<file path="src/rtl/core/rwlt_pkg.sv">
// ----------------------------------------------------------------------------
// rwlt_pkg
// Shared constants, codes and the result type of the reader-writer lock table.
// ----------------------------------------------------------------------------
package rwlt_pkg;

  // Default sizes for the top level parameters
  localparam int FILE_ENTRIES_DEF = 64;
  localparam int PAIR_ENTRIES_DEF = 128;
  localparam int ID_BITS_DEF      = 16;
  localparam int COUNT_BITS_DEF   = 16;

  // Fixed field widths
  localparam int OP_W  = 2;
  localparam int ST_W  = 3;
  localparam int REL_W = 22;

  // Request opcodes
  localparam logic [OP_W-1:0] OP_ACQ_RD  = 2'd0;
  localparam logic [OP_W-1:0] OP_ACQ_WR  = 2'd1;
  localparam logic [OP_W-1:0] OP_REL_ONE = 2'd2;
  localparam logic [OP_W-1:0] OP_REL_ALL = 2'd3;

  // Result status codes
  localparam logic [ST_W-1:0] ST_OK       = 3'd0;
  localparam logic [ST_W-1:0] ST_CONFLICT = 3'd1;
  localparam logic [ST_W-1:0] ST_INVALID  = 3'd2;
  localparam logic [ST_W-1:0] ST_NOTFOUND = 3'd3;
  localparam logic [ST_W-1:0] ST_NOROOM   = 3'd4;
  localparam logic [ST_W-1:0] ST_INCONS   = 3'd5;

  // One result item
  typedef struct packed {
    logic [ST_W-1:0]  status;
    logic [REL_W-1:0] released_count;
  } rwlt_result_t;

endpackage

</file>
<file path="src/rtl/core/rwlt_result_reg.sv">
// ----------------------------------------------------------------------------
// rwlt_result_reg
// Output register: holds one finished result until the receiver takes it.
// ----------------------------------------------------------------------------
module rwlt_result_reg (
  input  logic                  clk,
  input  logic                  rst_n,
  input  logic                  push_valid,
  output logic                  push_ready,
  input  rwlt_pkg::rwlt_result_t push_data,
  output logic                  out_valid,
  input  logic                  out_ready,
  output rwlt_pkg::rwlt_result_t out_data
);
  import rwlt_pkg::*;

  logic         full_r;
  rwlt_result_t data_r;

  // Accept a new result when empty or when the held one leaves this cycle
  assign push_ready = !full_r || out_ready;
  assign out_valid  = full_r;
  assign out_data   = data_r;

  // Track occupancy
  always_ff @(posedge clk) begin
    if (!rst_n) begin
      full_r <= 1'b0;
    end else if (push_valid && push_ready) begin
      full_r <= 1'b1;
    end else if (out_ready) begin
      full_r <= 1'b0;
    end
  end

  // Hold the payload
  always_ff @(posedge clk) begin
    if (push_valid && push_ready) begin
      data_r <= push_data;
    end
  end

endmodule

</file>
<file path="config.mk">
export PLATFORM = sky130hd
export DESIGN_NAME = rwlt_result_reg
export DESIGN_NICKNAME = d
export VERILOG_FILES = /design/src/rtl/core/rwlt_pkg.sv /design/src/rtl/core/rwlt_result_reg.sv
export SDC_FILE = /design/constraint.sdc
export NUM_CORES = 1
export LEC_CHECK = 0
export BUFFER_PORTS_ARGS = -buffer_cell sky130_fd_sc_hd__buf_2
export CAP_MARGIN = 20
export CORE_UTILIZATION = 35
export CTS_CLUSTER_SIZE = 24
export DETAILED_ROUTE_END_ITERATION = 16
export PLACE_DENSITY = 0.72
export SETUP_SLACK_MARGIN = 0.15
export SLEW_MARGIN = 20
export SYNTH_ARGS = -nofsm -noshare
export SYNTH_HDL_FRONTEND = slang
export SYNTH_SLANG_ARGS = --single-unit
export TNS_END_PERCENT = 1
</file>
<file path="constraint.sdc">
create_clock -name clk -period 1.05 [get_ports clk]
set_input_delay 0.21 -clock clk [delete_from_list [all_inputs] [get_ports clk]]
set_output_delay 0.21 -clock clk [all_outputs]
set_load 0.05 [all_outputs]
</file>
# --- Word-level counts from Yosys, hierarchy flattened ---
# Cells that the tools add are included.
word_totals:
  reg_bits: 26
  input_bits: 29
  output_inout_bits: 27
  elab_cells: 9
classes:
  muxes: 2
  reduce_logical: 4
op_table:
  columns: ["cell", "count"]
  rows:
  - ["$mux W1", 2]
  - ["$reduce_bool A2 Y1", 1]
  - ["$logic_and A1 B1 Y1", 1]
  - ["$logic_not A1 Y1", 1]
  - ["$logic_or A1 B1 Y1", 1]

# --- Depth between registers and ports, before layout ---
# Gate-level depths: netlist (run 1).
depth:
  word_depth: 4
  depth_mapped: 2
  ltp_nobuf: 2

# --- Least setup slack after synthesis (run 1) ---
# Ideal clock, no wire load.
synth_timing:
  kind: "register to register"
  from: "reg full_r (netlist: out_valid)"
  to: "reg data_r, in the netlist out_data[0] (enable)"
  setup_ps: 270
  t_arrival_ps: 1180
  required_ps: 780
  path_slack_ps: -400
  stages_incl_launch_ff: 3
  path_buffers: 0
  synth_period_minus_slack_ps: 1450
  cell_sequence: "dfxtp_1 nand2b_4 and2_4"
synth_via:
  elab_chain_cells: 3
synth_rtl:
  columns: ["item", "line_no", "source"]
  rows:
  - ["start, declared", "rwlt_result_reg.sv:17", "logic full_r;"]
  - ["start signal, assigned", "rwlt_result_reg.sv:28", "full_r <= 1'b0;"]
  - ["start signal, assigned", "rwlt_result_reg.sv:30", "full_r <= 1'b1;"]
  - ["start signal, assigned", "rwlt_result_reg.sv:32", "full_r <= 1'b0;"]
  - ["$logic_not A1 Y1", "rwlt_result_reg.sv:21", "assign push_ready = !full_r || out_ready;"]
  - ["$logic_or A1 B1 Y1", "rwlt_result_reg.sv:21", null]
  - ["via push_ready", "rwlt_result_reg.sv:9", "output logic push_ready,"]
  - ["$logic_and A1 B1 Y1", "rwlt_result_reg.sv:38", "if (push_valid && push_ready) begin"]
  - ["end signal, assigned", "rwlt_result_reg.sv:39", "data_r <= push_data;"]
  - ["end, declared", "rwlt_result_reg.sv:18", "rwlt_result_t data_r;"]
# The timed path passes the listed nets, and every way through them passes these cells.
# A chain may end at the register's enable or synchronous reset.

# --- Worst setup path after layout (run 1) ---
layout_timing:
  from: "reg full_r (netlist: out_valid)"
  to: "out push_ready"
layout_via:
  elab_chain_cells: 2
layout_rtl:
  columns: ["item", "line_no"]
  rows:
  - ["$logic_not A1 Y1", "rwlt_result_reg.sv:21"]
  - ["$logic_or A1 B1 Y1", "rwlt_result_reg.sv:21"]
  - ["end, declared", "rwlt_result_reg.sv:9"]
# No other way between the ends.

==> qor.yml, run 1 <==
drt_first_iter_violations: 11
placed_area_um2: 1160
power.density_nw_per_um2: 1690
peakVddDrop_mv: 1.10
place.gp.congestion: 0.706
post_synth_xor_area_fraction: 0
synth_mux_area_frac: 0
synthMostInstantiatedCell: "edfxtp_1"
instances_no_fill: 120
synthSimpleGateAreaFrac: 0.0279
synth_top_cell_by_area: "edfxtp_1"
die_w_um: 50.1
nFillCells: 158
grt_pass1_wl_mm: 2.39
cts_root_buf: "clkbuf_4"
grt_pass1_vias: 542
timing.final.crit_share: 1.06
synthFlopType: "edfxtp_1"
synth_edf_count: 25
slew_headroom: 0.902
synth_top_cell_area_share: 0.929
viasPerCell: 4.23
design_area_um2: 1380
drv_slew: 0
pin_count: 56
ys_seq_area_frac: 0.954
clk_pin_slew_ps: 130
rsz0062_at_grt: "yes"
crit_type: "flop to primary output"
synth_top_family_by_area: "simple AND/OR/NAND/NOR gates"
cp_max_fo: 3
cts_buffers: 3
yosys_register_bits: 26
cellLeakagePower_nw: 0.592
worst_ep_required_time_ps: 840
grt.overflow.total: 0
htreeDepth: 1
synthCells: 30
diodes: 0
route.detailed.drc: 0
fin_crit_ps: 1110
cap_violations: 0
ys_warn_count: 0
hold_buffers: 0
cp-start-kind: "flop"
port_buffers: 55
synth_fp_nets: 59
grt_max_degree: 18
fin_util: 0.629
cts_sinks: 26
multi_input_area_um2: 33.8
drive_gt1_frac: 0.717
setup_viol: 27
fin_nets: 122
synth.avg_cell_area_um2: 26.9
antenna_left: 0
seq_area_um2: 774
drtPass1Iterations: 5
fin_setup_tns_ps: -873
hold_violations: 0
wire_per_inst_um: 13.0
arrival_ps: 900
hold_path_class: "input pin to flop"
drt_wl_total_mm: 1.56
outcome: "finished with violations"
synth-compound-area-share: 0.0139
syn_area_um2: 808
timing.fmax_mhz: 901
tightest_slew_ps: 149
cts_tree: "yes"
initial_core_util: 0.369
skew_ps: 1.96
rows: 17
hold_slack_ps: 72.1
die_height_um: 50.1
synth_area_leaders: "edfxtp_1 (93%), dfxtp_1 (2.5%), nand2b_4 (1.7%)"
antenna_found_initial: 0
end_kind: "primary output"
core_area_um2: 2190
fin_ws_ps: -59.5
synthAdderAreaFrac: 0
vias: 507
async_reset_ff_frac: 0
clock_path_buffers: 2
violations: "negative setup slack"
ys_types: 6
dieArea_um2: 2510
numPlacedInstances: 116
grtUsageTotal: 0.131
worstSkewPairLatency_ps: 300
areaGrowthSynthToFinish_pct: 70.6
==> final cells by class <==
cell class	instances	share of cell area
well taps	28	0.0254
clock inverters	1	0.0218
clock buffers	3	0.0163
repair buffers	58	0.348
multi-input cells	3	0.0245
inverters	1	0.00272
flip-flops and latches	26	0.562
==> what timing repair did <==
action / CTS / global route
setup endpoints to repair: 52 / 52
resized for setup: 54 / 0
setup buffers: 0 / 0
==> stage by stage <==
stage | power, mW | worst slack, ps
after floorplan | 1.49 | -188
after global routing | 2.38 | -98.6
after detailed placement | 1.62 | 22.7
after global placement | 1.61 | 40.0
final | 2.33 | -59.5
after CTS | 2.34 | -67.7
==> critical path: stages, from the launching register on <==
cell and delay, ps:
dfxtp_4 370, nand2b_4 80, buf_8 150
==> cell families (layout without fill, tap and decap cells) <==
logic type,after synthesis,after routing
buffers and inverters,1,63
flip-flops,26,26
AO/OA/AOI/OAI,1,1
AND/OR/NAND/NOR,2,2
==> worst paths after layout <==
check	slack, ps	endpoint	start	depth (start not counted)
worst min-delay path	70	out_data[18]$_DFFE_PP_	push_data[18]	1
worst max-delay path	-60	push_ready	out_valid$_SDFFE_PN0P_	2
worst min register to register	530	out_valid$_SDFFE_PN0P_	out_valid$_SDFFE_PN0P_	2
worst max register to register	10	out_data[3]$_DFFE_PP_	out_valid$_SDFFE_PN0P_	3
==> power by group <==
part           internal (mW)  leakage [nW]  switching, mW
sequential              1.21         0.251         0.0270
clock                  0.385        0.0279          0.262
combinational          0.169         0.314          0.274
==> sequential cells by signal, indices dropped and copies added, names as in the netlist <==
signal     cells
out_valid      1
out_data      25
==> cells in the final DEF, fill, tap and decap left out <==
cell type / synthesis / layout
a21boi_2: 1 / 1
inv_1: 1 / 1
buf_2: 0 / 28
and2_4: 1 / 1
buf_4: 0 / 3
dfxtp_4: 0 / 1
bufinv_16: 0 / 1
nand2b_4: 1 / 1
buf_6: 0 / 25
clkbuf_4: 0 / 3
buf_12: 0 / 1
edfxtp_1: 25 / 25
buf_8: 0 / 1
==> layer usage <==
metal  vias to the layer above  track usage  wire [µm]
met5                         -            0          0
met3                         2       0.0185         49
li1                        240            -          -
met1                       247        0.127        537
met2                        18        0.269        948
met4                         0       0.0429         19
(Power assumes the default switching activity.)
==> inputs of run 2 (changes only) <==
--- a/config.mk
+++ b/config.mk
@@ -5,12 +5,13 @@
 export SDC_FILE = /design/constraint.sdc
 export NUM_CORES = 1
 export LEC_CHECK = 0
+export ABC_AREA = 1
 export BUFFER_PORTS_ARGS = -buffer_cell sky130_fd_sc_hd__buf_2
 export CAP_MARGIN = 20
 export CORE_UTILIZATION = 35
 export CTS_CLUSTER_SIZE = 24
 export DETAILED_ROUTE_END_ITERATION = 16
-export PLACE_DENSITY = 0.72
+export PLACE_DENSITY = 0.73
 export SETUP_SLACK_MARGIN = 0.15
 export SLEW_MARGIN = 20
 export SYNTH_ARGS = -nofsm -noshare
==> run 2 against run 1 <==
The run still ends with negative setup slack left. Sequential cell count unchanged. Via count down 0.39%. Worst setup slack worse by 12 ps. Routed wire length down 4.7%. Highest routed layer unchanged. Area after synthesis down 0.77%. Core utilization up 2.5 points. Sequential power about the same. Largest cell class unchanged. Clock skew up 8.3 ps. Critical path type unchanged.
==> qor.yml, run 2 <==
peakVddDrop_mv: 1.05  # was 1.10 mV
drt_first_iter_violations: 12  # was 11
cts_sinks: 26  # unchanged
skew_ps: 10.3  # was 1.96 ps
synth_fp_nets: 61  # was 59
placed_area_um2: 1150  # was 1160 µm²
tightest_slew_ps: 135  # was 149 ps
route.detailed.drc: 0  # unchanged
htreeDepth: 1  # unchanged
numPlacedInstances: 115  # was 116
crit_type: "flop to primary output"  # unchanged
fin_crit_ps: 1120  # was 1110 ps
viasPerCell: 4.24  # was 4.23
fin_ws_ps: -71.4  # was -59.5 ps
ys_warn_count: 0  # unchanged
grt_max_degree: 26  # was 18
core_area_um2: 2060  # was 2190 µm²
fin_nets: 122  # unchanged
grtUsageTotal: 0.131  # about the same
largest_reg_flops: 25  # unchanged
vias: 505  # was 507
cp-start-kind: "flop"  # unchanged
synth_top_cell_area_share: 0.936  # was 0.929
die_height_um: 49.9  # was 50.1 µm
initial_core_util: 0.389  # was 0.369
post_synth_xor_area_fraction: 0  # unchanged
critical_path.top_delay_family: "flip-flops"  # unchanged
areaGrowthSynthToFinish_pct: 68.3  # was 70.6%
rows: 16  # was 17
instances_no_fill: 119  # was 120
power_mw: 2.08  # was 2.33 mW
synthSimpleGateAreaFrac: 0.00780  # was 0.0279
grt_pass1_wl_mm: 2.30  # was 2.39 mm
clk_pin_slew_ps: 130  # about the same
ys_types: 7  # was 6
antenna_left: 0  # unchanged
arrival_ps: 910  # was 900 ps
drtPass1Iterations: 4  # was 5
drive_gt1_frac: 0.696  # was 0.717
worst_ep_required_time_ps: 840  # about the same
die_w_um: 49.9  # was 50.1 µm
synth_area_leaders: "edfxtp_1 (94%), dfxtp_1 (2.5%), a21oi_2 (1.1%)"  # was edfxtp_1 (93%), dfxtp_1 (2.5%), nand2b_4 (1.7%)
timing.fmax_mhz: 892  # was 901 MHz
crit_path_cell_trace: "buf_6"  # was nand2b_4, buf_8
power.density_nw_per_um2: 1540  # was 1690 nW/µm²
synth_edf_count: 25  # unchanged
synth_top_cell_by_area: "edfxtp_1"  # unchanged
cts_root_buf: "clkbuf_4"  # unchanged
synth_mux_area_frac: 0  # unchanged
seq_area_um2: 774  # unchanged
synthCells: 32  # was 30
final_cell_mix: "buf_2 (28), buf_6 (26), edfxtp_1 (25)"  # was buf_2 (28), edfxtp_1 (25), buf_6 (25)
hold_violations: 0  # unchanged
drv_slew: 0  # unchanged
syn_area_um2: 802  # was 808 µm²
cpPeakStageDelay_ps: 430  # was 370 ps
synth_top_family_by_area: "compound AO/OA/AOI/OAI gates"  # was simple AND/OR/NAND/NOR gates
cts_buffers: 3  # unchanged
slew_headroom: 0.910  # was 0.902
fin_setup_tns_ps: -745  # was -873 ps
synth.avg_cell_area_um2: 25.1  # was 26.9 µm²
nFillCells: 159  # was 158
cp_max_fo: 1  # was 3
synthAdderAreaFrac: 0  # unchanged
drt_wl_total_mm: 1.48  # was 1.56 mm
crit_buf_inv: 1  # unchanged
dieArea_um2: 2490  # was 2510 µm²
yosys_register_bits: 26  # unchanged
design_area_um2: 1350  # was 1380 µm²
synth_common_cells: "edfxtp_1 (25), inv_1 (2)"
hold_path_class: "input pin to flop"  # unchanged
violations: "negative setup slack"  # unchanged
synthFlopType: "edfxtp_1"  # unchanged
end_kind: "primary output"  # unchanged
ys_seq_area_frac: 0.961  # was 0.954
grt.overflow.total: 0  # unchanged
cts_tree: "yes"  # unchanged
place.gp.congestion: 0.772  # was 0.706
clock_path_buffers: 2  # unchanged
synth-compound-area-share: 0.0172  # was 0.0139
hold_buffers: 0  # unchanged
cp_slowest_cell: "edfxtp_1"  # was dfxtp_4
diodes: 0  # unchanged
port_buffers: 55  # unchanged
final_common_cell: "buf_2"  # unchanged
antenna_found_initial: 0  # unchanged
synthMostInstantiatedCell: "edfxtp_1"  # unchanged
cellLeakagePower_nw: 0.578  # was 0.592 nW
pin_count: 56  # unchanged
multi_input_area_um2: 36.3  # was 33.8 µm²
post-place-ws_ps: 41.4  # was 22.7 ps
timing.final.crit_share: 1.07  # was 1.06
setup_viol: 27  # unchanged
worstSkewPairLatency_ps: 300  # about the same
async_reset_ff_frac: 0  # unchanged
rsz0062_at_grt: "yes"  # unchanged
grt_pass1_vias: 527  # was 542
outcome: "finished with violations"  # unchanged
cap_violations: 0  # unchanged
wire_per_inst_um: 12.5  # was 13.0 µm
[run 2: changes by cell type after synthesis]
| cell | previous run | this run |
|---|---|---|
| a21boi_2 | 1 | 0 |
| a21oi_1 | 0 | 1 |
| a21oi_2 | 0 | 1 |
| and2_4 | 1 | 0 |
| inv_1 | 1 | 2 |
| inv_2 | 0 | 1 |
| nand2_2 | 0 | 1 |
| nand2b_4 | 1 | 0 |
[run 2: stage by stage]
stage / hold WS [ps] / util
floorplan: 309 / -
global placement: 389 / 0.556
detailed placement: 388 / 0.556
CTS: 63.7 / 0.655
global route: 48.0 / 0.655
finish: 71.0 / 0.655
[run 2: metal layers]
layer  share of wire  GRT usage  vias to the layer above
met1            0.32      0.132                      231
met2            0.58      0.243                       27
li1                -          -                      241
met5               0          0                        -
met4           0.031     0.0762                        0
met3           0.065     0.0309                        6
[run 2: cell families (layout without fill, tap and decap cells)]
| group | count (synthesis) | count (layout) |
|---|---|---|
| AND/OR/NAND/NOR | 1 | 1 |
| buffers and inverters | 3 | 63 |
| AO/OA/AOI/OAI | 2 | 2 |
| flip-flops | 26 | 26 |
[run 2: timing repair]
| action | CTS | global route |
|---|---|---|
| endpoints found under the setup margin | 52 | 52 |
| resized for setup | 56 | 0 |
| buffers inserted | 0 | 0 |
| pin swaps | 1 | 0 |
[run 2: final timing paths]
kind / startpoint / endpoint / slack, ps / depth (start not counted)
worst min register to register: out_valid$_SDFFE_PN0P_ / out_valid$_SDFFE_PN0P_ / 520 / 2
worst max-delay path: out_data[21]$_DFFE_PP_ / out_data[21] / -70 / 1
worst min-delay path: push_data[22] / out_data[22]$_DFFE_PP_ / 70 / 1
worst max register to register: out_valid$_SDFFE_PN0P_ / out_data[23]$_DFFE_PP_ / 40 / 2
[run 2: final cells by class]
class,count,share of cell area
clock buffers,4,0.0195
inverters,3,0.00834
multi-input cells,3,0.0269
flip-flops and latches,26,0.574
well taps,27,0.0250
repair buffers,56,0.347
[run 2: power breakdown]
part | internal [mW] | switching (mW) | total (mW)
logic | 0.162 | 0.278 | 0.440
registers | 1.21 | 0.0294 | 1.24
clock network | 0.148 | 0.254 | 0.402
total | 1.52 | 0.561 | 2.08
